--- config.mk ---
export PLATFORM = sky130hd
export DESIGN_NAME = qfd_post
export DESIGN_NICKNAME = d
export VERILOG_FILES = /design/src/sv/qfd_pkg.sv /design/src/sv/qfd_post.sv
export SDC_FILE = /design/constraint.sdc
export NUM_CORES = 1
export LEC_CHECK = 0
export ABC_AREA = 1
export BUFFER_PORTS_ARGS = -buffer_cell sky130_fd_sc_hd__buf_2
export CORE_MARGIN = 1
export CORE_UTILIZATION = 40
export DETAILED_ROUTE_END_ITERATION = 16
export PLACE_DENSITY = 0.76
export SYNTH_ARGS = -nofsm -noshare
export SYNTH_HDL_FRONTEND = slang
export SYNTH_SLANG_ARGS = --single-unit
--- constraint.sdc ---
create_clock -name clk -period 0.8 [get_ports clk]
set_input_delay 0.24 -clock clk [delete_from_list [all_inputs] [get_ports clk]]
set_output_delay 0.24 -clock clk [all_outputs]
set_load 0.03 [all_outputs]
--- src/sv/qfd_pkg.sv ---
// Shared types and constants for the Q16.16 fixed-point divider.
package qfd_pkg;

	localparam int FRAC_BITS = 16;
	localparam int DATA_W    = 32;
	// one quotient bit per cell: integer part plus fraction
	localparam int NUM_W     = DATA_W + FRAC_BITS;
	// start edge to the edge that takes the done strobe: entry, cells, result register
	localparam int LATENCY   = NUM_W + 2;

	localparam logic [DATA_W-1:0] SIGN_VAL   = {1'b1, {(DATA_W-1){1'b0}}};
	localparam logic [DATA_W-1:0] MAXPOS_VAL = {1'b0, {(DATA_W-1){1'b1}}};

	typedef struct packed {
		logic signed [DATA_W-1:0] dividend;
		logic signed [DATA_W-1:0] divisor;
	} operand_t;

	typedef struct packed {
		logic signed [DATA_W-1:0] quotient;
		logic                     divide_by_zero;
		logic                     overflow;
	} result_t;

	// payload handed from cell to cell
	typedef struct packed {
		logic              neg;
		logic              dbz;
		logic [DATA_W-1:0] divisor;
		logic [DATA_W-1:0] rem;
		logic [NUM_W-1:0]  num;
	} stage_t;

endpackage

--- src/sv/qfd_post.sv ---
// Exit stage: sign, overflow flag and zero-divisor saturation into the result register.
module qfd_post import qfd_pkg::*; (
	input  logic    clk,
	input  logic    arst_n,
	input  logic    in_valid,
	input  stage_t  in_stage,
	output logic    done,
	output result_t result
);

	logic [DATA_W-1:0] mag;
	logic              ovf;
	result_t           res_d;
	logic              done_q;
	result_t           result_q;

	assign mag = in_stage.num[DATA_W-1:0];
	assign ovf = |in_stage.num[NUM_W-1:DATA_W];

	always_comb begin
		if (in_stage.dbz) begin
			res_d.quotient       = in_stage.neg ? SIGN_VAL : MAXPOS_VAL;
			res_d.divide_by_zero = 1'b1;
			res_d.overflow       = 1'b0;
		end else begin
			res_d.quotient       = in_stage.neg ? DATA_W'(-mag) : mag;
			res_d.divide_by_zero = 1'b0;
			res_d.overflow       = ovf;
		end
	end

	always_ff @(posedge clk or negedge arst_n) begin
		if (!arst_n) begin
			done_q <= 1'b0;
		end else begin
			done_q <= in_valid;
		end
	end

	always_ff @(posedge clk) begin
		result_q <= res_d;
	end

	assign done   = done_q;
	assign result = result_q;

endmodule

Word level (Yosys, flattened, before mapping) --
Cells that the tools add are included.
Storage, ports and cells: bits in registers 35, bits of input ports 117, output and inout bits 35
Cells by class: add/subtract/negate cells 1, muxes and demuxes 3, reductions and logical operators 1
Operator list (number):
- 32-bit two-way mux | 2
- 34-bit two-way mux | 1
- 32-bit negator | 1
- 16-bit OR reduction | 1

Logic depth before layout (Yosys ltp) --
depth after elaboration 3, gate-level depth with buffers 10

Worst setup path after synthesis --
OpenSTA, ideal clock, no wires.
path kind input to register, from input in_stage[0] in the netlist's numbering, to register result_q, in the netlist result[26], required time 683 ps, library setup time 117 ps, setup slack -448 ps, stages on the path 9, arrival 1131 ps, path through inv_1 ha_1 nand2_2 o21ai_2 nand2_2 nor2_4 nand2_1 nand3_1 nand2_1
RTL lines:
- start, declared | line qfd_post.sv:6 | input stage_t in_stage,
- end signal, assigned | line qfd_post.sv:41 | result_q <= res_d;
- end, declared | line qfd_post.sv:15 | result_t result_q;

==> results.yml <==
status:
  outcome: "finished, violations left"
  violations: "negative setup slack"
timing:
  slew_headroom_pct: 82.7
  hold_viol: 0
  timing.final.crit_share_pct: 131
  worst_slew_pin_slew_ps: 257
  finalSetupViolCount: 63
  fin_setup_tns_ps: -10140
  fin_ws_ps: -249
  period_minus_slack_ps: 1050
  fmax_mhz: 954
  rsz0062_at_grt: "true"
  slew_violations: 0
floorplanning:
  core-area_mm2: 0.00482
  dieArea_mm2: 0.00539
  fp.dieH_um: 73.4
  die_width_um: 73.4
  pin_count: 152
  num_rows: 25
  initial_core_util_pct: 42.4
critical_path:
  path_cells: "buf_12 -> inv_16 -> ha_4 -> nand2_8 -> o21ai_4 -> nand2_2 -> nor2_4 -> nand2_1 -> nand3_1 -> nand2_1"
  crit_path_start: "in_stage[0]"
  cp-start-kind: "input port"
  critPathTopFamily: "simple AND/OR/NAND/NOR gates"
  slowest_delay_ps: 160
  crit_top_cell: "nand2_1"
  worstSetupPathType: "input port to flip-flop"
  crit_slowest_cell: "ha_4"
  worstPathArrival_ps: 1220
  critPathBufInv: 2
  path_max_fanout: 4
  crit_cells: 10
  required_ps: 970
  crit_path_end_kind: "flip-flop"
  worstSetupEndpoint: "result[26]"
global_routing:
  globalRouteOverflowTotal: 0
  antenna_found_initial: 0
  grtUsageTotal_pct: 25.0
  grt_max_degree: 17
  grt_pass1_wl_um: 10400
  grt_pass1_vias: 2317
clock_network:
  cts_htree_levels: 2
  cts_tree: "done"
  cts_root_buf: "clkbuf_8"
  cts_made_buffers: 5
  clk_pin_slew_ps: 70
  clock_sinks: 35
  clockBufferDepth: 2
min_path:
  min_from: "in_valid"
  min_path_type: "input port to flip-flop"
final_layout:
  antenna_cells: 0
  mostFrequentLayoutCell: "nand2_1"
  fin_nets: 561
  layout_common_cells: "nand2_1, buf_6, buf_2, buf_4, dfxtp_2"
  drive_above_1_share_pct: 57.0
  nFillCells: 350
  stdcell_area_mm2: 0.00377
  syn_to_final_growth_pct: 84.6
  instances_no_fill: 511
power_and_ir_drop:
  peakVddDrop_mv: 0.835
  powerDensity_mw_per_mm2: 1360
  p_leak_uw: 0.00177
routing:
  vias_per_cell: 4.81
  wl_um: 6700
  first_pass_iters: 4
  drc_errors: 0
  wl_per_cell_um: 13.1
  antenna_left: 0
  vias: 2456
  first_iter_violations: 113
place:
  place_inst: 495
  port_buffers: 87
  post-dp-hpwl_um: 4540
  post_dp_cell_area_mm2: 0.00296
  place_ws_ps: -568
  gp_congestion: 0.879
synth:
  syn_area_per_cell_um2: 6.63
  synth_seq_area_share_pct: 34.6
  synth_cell_type_count: 32
  synth_warnings: 0
  synth_seq_cells: 35
  synth.net_count: 426
  synth_area_mm2: 0.00204
  synth_cells: 308
job:
  drv_cap: 0
[cell usage after synthesis (all sizes together)]
cell     n  share of area [%]
a21oi    3               0.74
a31oi    1               0.31
and2     3               0.92
buf      8                2.1
dfrtp    1                1.2
dfxtp   34                 33
ha       1               0.61
inv     34                6.3
nand2   88                 17
nand3   19                4.9
nand3b   6                2.2
nand4   10                3.1
nor2    66                 15
nor3     1               0.25
nor4     4                1.2
o211ai   1               0.37
o21a     1               0.37
o21ai   10                3.2
o31ai    1               0.37
or2      1               0.31
xnor2    1               0.43
xor2    14                6.0
[report_power, final]
part           leakage (uW)  switching, uW  internal, uW
Combinational       0.00143            998           852
Clock             0.0000422            639           611
Sequential         0.000300           76.9          1940
Total               0.00177           1710          3410
[per-stage QoR]
step / power, uW / utilization (%) / hold WS, ps
5_1_grt: 5370 / 78.2 / 52.8
3_5_place_dp: 3390 / 61.5 / 15.8
6_report: 5120 / 78.2 / 59.6
3_3_place_gp: 3380 / 61.5 / 15.0
4_1_cts: 5050 / 75.0 / 56.1
2_1_floorplan: 2820 / - / -55.6
[layout make-up]
cell class / instances / area (um^2) / area share, %
repair buffers: 136 / 1190 / 31.6
clock inverters: 1 / 5.00 / 0.133
flip-flops and latches: 35 / 748 / 19.9
clock buffers: 7 / 76.3 / 2.03
multi-input cells: 231 / 1510 / 40.0
inverters: 34 / 159 / 4.22
well taps: 67 / 83.8 / 2.23
[logic make-up (layout without fill, tap and decap cells)]
group / Yosys count / count (layout) / share of synthesized area (%)
XOR/XNOR: 15 / 15 / 6.44
adder cells (fa/ha/maj): 1 / 1 / 0.613
AND/OR/NAND/NOR: 198 / 198 / 44.6
AO/OA/AOI/OAI: 17 / 17 / 5.33
flip-flops: 35 / 35 / 34.6
buffers and inverters: 42 / 178 / 8.40
[timing repair]
item / in CTS / in global routing
pin swaps: 43 / 21
hold buffers: 1 / 0
setup endpoints to repair: 64 / 64
buffers inserted: 5 / 3
gates cloned: 0 / 1
resized for setup: 176 / 33
hold endpoints to repair: 1 / 0
[registers in the layout, indices dropped and copies added (netlist names)]
name / count
done: 1
result: 34
[how the worst min path moves through the flow]
stage / endpoint / slack [ps] / cells past startpoint
2_1_floorplan: done / -60 / 0
3_3_place_gp: done / 10 / 1
3_5_place_dp: done / 20 / 1
4_1_cts: done / 60 / 1
5_1_grt: done / 50 / 1
6_report: done / 60 / 1
[per-layer routing]
metal | up-vias | part of all wire, % | GRT usage (%)
li1 | 1231 | - | -
met1 | 1099 | 41 | 30.2
met2 | 111 | 50 | 44.1
met3 | 15 | 7.2 | 4.80
met4 | 0 | 1.4 | 8.76
met5 | - | 0 | 0
No activity file was read; power rests on OpenSTA's default activity.
