[src/sv/qfd_pkg.sv]
// Shared types and constants for the Q16.16 fixed-point divider.
package qfd_pkg;

	localparam int FRAC_BITS = 16;
	localparam int DATA_W    = 32;
	// one quotient bit per cell: integer part plus fraction
	localparam int NUM_W     = DATA_W + FRAC_BITS;
	// start edge to the edge that takes the done strobe: entry, cells, result register
	localparam int LATENCY   = NUM_W + 2;

	localparam logic [DATA_W-1:0] SIGN_VAL   = {1'b1, {(DATA_W-1){1'b0}}};
	localparam logic [DATA_W-1:0] MAXPOS_VAL = {1'b0, {(DATA_W-1){1'b1}}};

	typedef struct packed {
		logic signed [DATA_W-1:0] dividend;
		logic signed [DATA_W-1:0] divisor;
	} operand_t;

	typedef struct packed {
		logic signed [DATA_W-1:0] quotient;
		logic                     divide_by_zero;
		logic                     overflow;
	} result_t;

	// payload handed from cell to cell
	typedef struct packed {
		logic              neg;
		logic              dbz;
		logic [DATA_W-1:0] divisor;
		logic [DATA_W-1:0] rem;
		logic [NUM_W-1:0]  num;
	} stage_t;

endpackage

[src/sv/qfd_prep.sv]
// Entry stage: operand signs, magnitudes and zero-divisor detect.
module qfd_prep import qfd_pkg::*; (
	input  logic     clk,
	input  logic     arst_n,
	input  logic     in_valid,
	input  operand_t operands,
	output logic     out_valid,
	output stage_t   out_stage
);

	logic              a_neg;
	logic              b_neg;
	logic [DATA_W-1:0] ua;
	logic [DATA_W-1:0] ub;
	logic              valid_q;
	stage_t            stage_q;

	assign a_neg = operands.dividend[DATA_W-1];
	assign b_neg = operands.divisor[DATA_W-1];
	// most negative value maps onto 2^31 unsigned
	assign ua = a_neg ? DATA_W'(-operands.dividend) : DATA_W'(operands.dividend);
	assign ub = b_neg ? DATA_W'(-operands.divisor) : DATA_W'(operands.divisor);

	always_ff @(posedge clk or negedge arst_n) begin
		if (!arst_n) begin
			valid_q <= 1'b0;
		end else begin
			valid_q <= in_valid;
		end
	end

	always_ff @(posedge clk) begin
		stage_q.neg     <= a_neg ^ b_neg;
		stage_q.dbz     <= (ub == '0);
		stage_q.divisor <= ub;
		stage_q.rem     <= '0;
		stage_q.num     <= {ua, {FRAC_BITS{1'b0}}};
	end

	assign out_valid = valid_q;
	assign out_stage = stage_q;

endmodule

[config.mk]
export PLATFORM = sky130hd
export DESIGN_NAME = qfd_prep
export DESIGN_NICKNAME = d
export VERILOG_FILES = /design/src/sv/qfd_pkg.sv /design/src/sv/qfd_prep.sv
export SDC_FILE = /design/constraint.sdc
export NUM_CORES = 1
export LEC_CHECK = 0
export BUFFER_PORTS_ARGS = -buffer_cell sky130_fd_sc_hd__buf_4
export CAP_MARGIN = 20
export CORE_ASPECT_RATIO = 1.5
export CORE_UTILIZATION = 48
export DETAILED_ROUTE_END_ITERATION = 6
export PLACE_DENSITY = 0.84
export SLEW_MARGIN = 15
export SYNTH_ARGS = -nofsm -noshare
export SYNTH_HDL_FRONTEND = slang
export SYNTH_SLANG_ARGS = --single-unit
[constraint.sdc]
create_clock -name clk -period 0.8 [get_ports clk]
set_input_delay 0.16 -clock clk [delete_from_list [all_inputs] [get_ports clk]]
set_output_delay 0.16 -clock clk [all_outputs]
set_load 0.01 [all_outputs]
==> results of run 1 <==
## logic make-up after synthesis
kind of cell	count (synthesis)
XOR/XNOR	58
AO/OA/AOI/OAI	59
other	1
adder cells (fa/ha/maj)	3
flip-flops	67
buffers and inverters	65
AND/OR/NAND/NOR	84
## stage by stage
stage	hold WS (ns)	TNS (ns)	area, um^2
3_5_place_dp	-0.0625	-61.28	5420
2_1_floorplan	-0.136	-42.66	3800
3_3_place_gp	-0.0648	-58.95	5420
==> impl_metrics.env, run 1 <==
export IMPL_place_port_buffers=133
export IMPL_cts_resized=249
export IMPL_synthesis_instances=337
export IMPL_routabilityCongestion=0.815
export IMPL_compound_gate_fraction_of_synth_area=0.131
export IMPL_io_pins=182
export IMPL_flow_first_error="[ERROR DPL-0038] Utilization greater than 100%, impossible to legalize"
export IMPL_synth_fa_ha_area_frac=0.0114
export IMPL_place_worst_setup_slack_ns=-1.72
export IMPL_dp_hpwl_um=8580
export IMPL_post_synth_num_cell_types=48
export IMPL_synth_area_leader_cell="sky130_fd_sc_hd__dfxtp_1"
export IMPL_cts_buffers=9
export IMPL_asyncSetResetFlopFracSynth=0.0149
export IMPL_seq_area_frac_synth=0.408
export IMPL_synth_simple_gate_area_frac=0.166
export IMPL_cts_sinks=67
export IMPL_synth_top_cells_by_area="sky130_fd_sc_hd__dfxtp_1, sky130_fd_sc_hd__xnor2_1, sky130_fd_sc_hd__buf_4, sky130_fd_sc_hd__o21ai_0, sky130_fd_sc_hd__o41ai_1"
export IMPL_synth_top_area_frac=0.400
export IMPL_synth_common_cells="sky130_fd_sc_hd__dfxtp_1, sky130_fd_sc_hd__xnor2_1, sky130_fd_sc_hd__buf_4"
export IMPL_total_number_of_h_tree_levels=3
export IMPL_synthesis_area_per_instance_um2=9.80
export IMPL_die_h_um=104
export IMPL_post_cts_hold_buffer_count=6
export IMPL_placed_cells=659
export IMPL_max_clock_path_buffers=2
export IMPL_synth_top_family_by_area="simple AND/OR/NAND/NOR gates"
export IMPL_ys_warn_count=0
export IMPL_dieWidth_um=69.7
export IMPL_synth_xor_xnor_area_share=0.154
export IMPL_synth_enable_flop_cells=0
export IMPL_row_count=36
export IMPL_starting_density=0.502
export IMPL_failed_stage="clock tree synthesis"
export IMPL_synth_area_mm2=0.00330
export IMPL_synth_most_common_cell="sky130_fd_sc_hd__dfxtp_1"
export IMPL_dominantRegCellSynth="sky130_fd_sc_hd__dfxtp_1"
export IMPL_result_of_the_run="stopped before the end"
export IMPL_cts_setup_buffers=39
export IMPL_clockRootBuffer="sky130_fd_sc_hd__clkbuf_8"
export IMPL_ys_seq_elements=67
export IMPL_mux_share_of_post_synthesis_cell_area=0
==> run 2, diff against run 1 <==
Settings changed: CORE_ASPECT_RATIO 1.5 to unset, CORE_UTILIZATION 48 to 35, PLACE_DENSITY 0.84 to unset, PLACE_DENSITY_LB_ADDON set to 0.15.
==> run 2 against run 1 <==
  * The flow now finishes, with violations (negative setup slack)
  * Synthesized area stayed put
  * Synthesized cell count is the same
==> impl_metrics.env, run 2 <==
export IMPL_cts_buffers=9
export IMPL_die_h_um=99.1
export IMPL_grt_overflow_total=0
export IMPL_synth_area_mm2=0.00330
export IMPL_violations="negative setup slack"
export IMPL_p_total_w=0.00956
export IMPL_power_frac_seq=0.408
export IMPL_finish_net_count=709
export IMPL_max_cap_violations=0
export IMPL_path_clk_slew_ns=0.09
export IMPL_ys_seq_elements=67
export IMPL_antenna_found_initial=0
export IMPL_cts_sinks=67
export IMPL_p_int_w=0.00668
export IMPL_seq_area_frac_synth=0.408
export IMPL_areaGrowthSynthToFinish_pct=118
export IMPL_dp_hpwl_um=7030
export IMPL_grt_setup_unrepaired="true"
export IMPL_final_core_utilization=0.782
export IMPL_worst_setup_path_end_kind="flip-flop"
export IMPL_globalRouteTotalUtil=0.227
export IMPL_net_switching_power_w=0.00288
export IMPL_dr_total_vias=3617
export IMPL_critPathSlowestCell="sky130_fd_sc_hd__or4b_4"
export IMPL_ir_drop_mv=1.05
export IMPL_drive_above_1_share=0.748
export IMPL_timing_critical_path_fanout_max=4
export IMPL_max_ffs_per_register=66
export IMPL_crit_arrival_ns=2.39
export IMPL_synth_top_area_frac=0.400
export IMPL_vias_per_cell=4.79
export IMPL_slowest_delay_ns=0.54
export IMPL_placed_cell_area_mm2=0.00548
export IMPL_synthesis_area_per_instance_um2=9.80
export IMPL_number_of_design_rule_violations_left_by_the_first_detailed_router_iteration=91
export IMPL_route_final_wire_length_um=12100
export IMPL_place_port_buffers=133
export IMPL_routabilityCongestion=0.868
export IMPL_grt_pass1_wl_um=17500
export IMPL_hold_violations=0
export IMPL_row_count=35
export IMPL_synth_top_cells_by_area="sky130_fd_sc_hd__dfxtp_1, sky130_fd_sc_hd__xnor2_1, sky130_fd_sc_hd__buf_4, sky130_fd_sc_hd__o21ai_0, sky130_fd_sc_hd__o41ai_1"
export IMPL_clock_power_share=0.263
export IMPL_instances_no_fill=755
export IMPL_dieWidth_um=99.1
export IMPL_crit_path_end="out_stage[112]"
export IMPL_fin_area_mm2=0.00719
export IMPL_postRouteAntennaNets=0
export IMPL_combPwrFrac=0.329
export IMPL_finalMaxSlewViolations=0
export IMPL_timing_hold_worst_class="in -> reg"
export IMPL_dominantRegCellSynth="sky130_fd_sc_hd__dfxtp_1"
export IMPL_final_min_period_over_clock_period=2.61
export IMPL_clockRootBuffer="sky130_fd_sc_hd__clkbuf_8"
export IMPL_p_leak_nw=3.21
export IMPL_crit_start="operands[10]"
export IMPL_leading_cell_type_in_the_layout_fill_and_taps_excluded="sky130_fd_sc_hd__buf_4"
export IMPL_grt_max_degree=17
export IMPL_worstSetupStartpointType="input pin"
export IMPL_placed_cells=700
export IMPL_total_number_of_h_tree_levels=3
export IMPL_synth_enable_flop_cells=0
export IMPL_timing_worst_setup_path_type="in -> reg"
export IMPL_worst_endpoint_required_ns=1.10
export IMPL_tritoncts="done"
export IMPL_remaining_drc_errors=0
export IMPL_power_switching_fraction=0.301
export IMPL_insertedDiodeCount=0
export IMPL_result_of_the_run="finished with violations"
export IMPL_drt_wirelength_per_cell_um=16.1
export IMPL_fp_dieArea_mm2=0.00983
export IMPL_fp_coreArea_mm2=0.00920
export IMPL_asyncSetResetFlopFracSynth=0.0149
export IMPL_synth_common_cells="sky130_fd_sc_hd__dfxtp_1, sky130_fd_sc_hd__xnor2_1, sky130_fd_sc_hd__buf_4"
export IMPL_synth_most_common_cell="sky130_fd_sc_hd__dfxtp_1"
export IMPL_starting_density=0.359
export IMPL_first_global_vias=3688
export IMPL_fillers=546
export IMPL_max_clock_path_buffers=2
export IMPL_synth_area_leader_cell="sky130_fd_sc_hd__dfxtp_1"
export IMPL_io_pins=182
export IMPL_period_needed_ns=2.09
export IMPL_post_synth_num_cell_types=48
export IMPL_cp_cell_sequence="buf_8 > nor4_4 > nand2_2 > buf_6 > o41ai_4 > xnor2_1 > or4b_4 > nor4b_2 > and4_1"
export IMPL_final_critical_path_setup_slack_ns=-1.29
export IMPL_synthesis_instances=337
export IMPL_timing_final_setup_violations=125
export IMPL_timing_fmax_mhz=479
export IMPL_layout_cells_most_common_list="sky130_fd_sc_hd__buf_4, sky130_fd_sc_hd__buf_6, sky130_fd_sc_hd__dfxtp_2"
export IMPL_drt_pass1_iterations=5
export IMPL_power_per_cell_area_mw_per_mm2=1330
export IMPL_ys_warn_count=0
[run 2: cell counts after synthesis]
Identical to the previous run, type by type.
[run 2: cells by family after synthesis]
group                      Yosys count  synth area share
AOI/OAI and AO/OA                   59             0.131
buffers and inverters               65             0.128
other                                1           0.00114
DFF                                 67             0.408
and+or+nand+nor                     84             0.166
adders and majority gates            3            0.0114
xor gates and xnor gates            58             0.154
[run 2: worst min path at each step]
stage | cells past startpoint | end | slack, ns | start
global route | 2 | out_stage[18] | -0.006 | operands[34]
finish | 2 | out_stage[18] | 0.001 | operands[34]
CTS | 2 | out_stage[18] | 0.02 | operands[34]
detailed placement | 1 | out_valid | -0.06 | arst_n
global placement | 1 | out_valid | -0.06 | arst_n
floorplan | 0 | out_valid | -0.14 | arst_n
[run 2: power groups by stage]
stage          sequential, W  combinational (W)  clock (W)
5_1_grt              0.00393            0.00332    0.00275
4_1_cts              0.00388            0.00291    0.00254
2_1_floorplan        0.00402           0.000903          0
3_3_place_gp         0.00384            0.00236          0
6_report             0.00390            0.00314    0.00252
3_5_place_dp         0.00385            0.00238          0
[run 2: repair_timing]
action                                  in CTS  in global routing
endpoints found under the hold margin        6                  0
pin swaps                                   56                 54
gates resized for setup                    231                 65
setup buffers                               34                 18
hold buffers                                 6                  0
endpoints found under the setup margin     124                125
[run 2: layout make-up]
type / instances / area, um^2 / share of cell area
inverters: 9 / 53.8 / 0.00748
clock buffers: 12 / 135 / 0.0188
multi-input cells: 252 / 2600 / 0.362
clock inverters: 4 / 27.5 / 0.00383
repair buffers: 300 / 2810 / 0.391
well taps: 111 / 139 / 0.0193
flip-flops and latches: 67 / 1420 / 0.198
[run 2: through the flow]
step           hold slack, ns  TNS [ns]  setup slack, ns
2_1_floorplan          -0.136    -42.66            -1.53
3_3_place_gp          -0.0649    -58.85            -1.70
3_5_place_dp          -0.0644    -59.73            -1.72
6_report             0.000971    -51.38            -1.29
4_1_cts                0.0168    -47.63            -1.23
5_1_grt              -0.00608    -55.18            -1.38
[run 2: layer usage]
metal / part of all wire / vias to the layer above / track usage
met1: 0.38 / 1735 / 0.258
met4: 0.024 / 0 / 0.0905
li1: - / 1703 / -
met2: 0.54 / 151 / 0.424
met5: 0 / - / 0
met3: 0.051 / 28 / 0.0387
[run 2: critical path, delay by kind of cell]
family          cells  cell delay, ns
xor+xnor            1            0.13
buf+inv             2            0.26
simple gates        5            1.54
compound gates      1            0.30
Note: power is estimated with default switching activity, not from simulation.
==> run 3, diff against run 2 <==
Settings changed: HOLD_SLACK_MARGIN set to 0.05.
==> run 3 against run 2 <==
  * The run still ends with negative setup slack left
  * Clock power hardly changed
  * Flip-flop and latch count stayed put
  * Final cell count up 0.13%
==> impl_metrics.env, run 3 (synthesis results as in run 2) <==
export IMPL_io_pins=182
export IMPL_power_per_cell_area_mw_per_mm2=1330
export IMPL_cp_cell_sequence="buf_8 > nor4_4 > nand2_2 > buf_6 > o41ai_4 > xnor2_1 > or4b_4 > nor4b_2 > and4_1"
export IMPL_max_clock_path_buffers=2
export IMPL_route_final_wire_length_um=12200
export IMPL_place_worst_setup_slack_ns=-1.72
export IMPL_die_h_um=99.1
export IMPL_grt_overflow_total=0
export IMPL_clockRootBuffer="sky130_fd_sc_hd__clkbuf_8"
export IMPL_layout_cells_most_common_list="sky130_fd_sc_hd__buf_4, sky130_fd_sc_hd__buf_6, sky130_fd_sc_hd__dfxtp_2"
export IMPL_crit_start="operands[10]"
export IMPL_number_of_design_rule_violations_left_by_the_first_detailed_router_iteration=87
export IMPL_timing_worst_setup_path_type="in -> reg"
export IMPL_antenna_found_initial=0
export IMPL_drt_wirelength_per_cell_um=16.1
export IMPL_fp_coreArea_mm2=0.00920
export IMPL_dp_hpwl_um=7030
export IMPL_fillers=543
export IMPL_worst_endpoint_required_ns=1.10
export IMPL_vias_per_cell=4.80
export IMPL_insertedDiodeCount=0
export IMPL_final_critical_path_setup_slack_ns=-1.29
export IMPL_timing_critical_path_fanout_max=4
export IMPL_slowest_delay_ns=0.54
export IMPL_cts_buffers=9
export IMPL_max_ffs_per_register=66
export IMPL_multi_input_comb_area_mm2=0.00260
export IMPL_place_port_buffers=133
export IMPL_path_clk_slew_ns=0.09
export IMPL_leading_cell_type_in_the_layout_fill_and_taps_excluded="sky130_fd_sc_hd__buf_4"
export IMPL_postRouteAntennaNets=0
export IMPL_drive_above_1_share=0.747
export IMPL_first_global_vias=3688
export IMPL_timing_fmax_mhz=479
export IMPL_crit_path_end="out_stage[112]"
export IMPL_routabilityCongestion=0.868
export IMPL_period_needed_ns=2.09
export IMPL_row_count=35
export IMPL_placed_cells=700
export IMPL_hold_violations=0
export IMPL_tritoncts="done"
export IMPL_remaining_drc_errors=0
export IMPL_crit_arrival_ns=2.39
export IMPL_worstSetupStartpointType="input pin"
export IMPL_finalMaxSlewViolations=0
export IMPL_worst_setup_path_end_kind="flip-flop"
export IMPL_starting_density=0.359
export IMPL_timing_final_setup_violations=125
export IMPL_fp_dieArea_mm2=0.00983
export IMPL_dieWidth_um=99.1
export IMPL_max_cap_violations=0
export IMPL_violations="negative setup slack"
export IMPL_instances_no_fill=756
export IMPL_areaGrowthSynthToFinish_pct=118
export IMPL_grt_pass1_wl_um=17500
export IMPL_total_number_of_h_tree_levels=3
export IMPL_drt_pass1_iterations=5
export IMPL_p_total_w=0.00956
export IMPL_result_of_the_run="finished with violations"
export IMPL_cts_sinks=67
export IMPL_seqCellArea_mm2=0.00142
export IMPL_final_min_period_over_clock_period=2.61
export IMPL_finish_net_count=710
export IMPL_timing_hold_worst_class="in -> reg"
export IMPL_grt_max_degree=17
export IMPL_p_leak_nw=3.21
export IMPL_globalRouteTotalUtil=0.227
export IMPL_grt_setup_unrepaired="true"
export IMPL_ir_drop_mv=1.05
export IMPL_dr_total_vias=3632
export IMPL_critPathSlowestCell="sky130_fd_sc_hd__or4b_4"
## run 3: what timing repair did
action / 4_1_cts / 5_1_grt
setup endpoints to repair: 124 / 125
endpoints found under the hold margin: 7 / 0
gates resized for setup: 231 / 65
pin swaps: 56 / 54
setup buffers: 34 / 18
hold buffers: 7 / 0
## run 3: final cells by class
type	instances	share of cell area
Clock buffer	12	0.0188
Clock inverter	4	0.00382
Inverter	9	0.00747
Multi-Input combinational cell	252	0.361
Sequential cell	67	0.198
Tap cell	111	0.0193
Timing Repair Buffer	301	0.392
## run 3: worst min path at each step
stage,from,cells past startpoint,to
after floorplan,arst_n,0,out_valid
after global placement,arst_n,1,out_valid
after detailed placement,arst_n,1,out_valid
after CTS,operands[58],3,out_stage[42]
after global routing,operands[43],3,out_stage[27]
final,operands[43],3,out_stage[27]
## run 3: critical path, delay by kind of cell
kind                   cells  cell delay, ns
AND/OR/NAND/NOR            5            1.54
AO/OA/AOI/OAI              1            0.30
buffers and inverters      2            0.26
XOR/XNOR                   1            0.13
## run 3: report_power, final
group	internal [W]	switching [W]	leakage, nW
registers	0.00374	0.000160	0.570
logic	0.00181	0.00133	2.56
clock network	0.00113	0.00138	0.0843
total	0.00669	0.00288	3.21
## run 3: metrics by stage
step                TNS, ns  utilization  hold slack (ns)  area (um^2)
floorplan            -42.66            -           -0.136         3800
global placement     -58.85        0.596          -0.0649         5480
detailed placement   -59.73        0.596          -0.0644         5480
CTS                  -47.63        0.743           0.0611         6840
global route         -55.19        0.783           0.0597         7200
finish               -51.37        0.783           0.0741         7200
## run 3: metal layers
layer	wire length [um]	global-route usage	share of wire	vias up
met5	0	0	0	-
met3	635	0.0387	0.052	34
met4	320	0.0905	0.026	0
li1	-	-	-	1708
met2	6610	0.424	0.54	154
met1	4630	0.257	0.38	1736
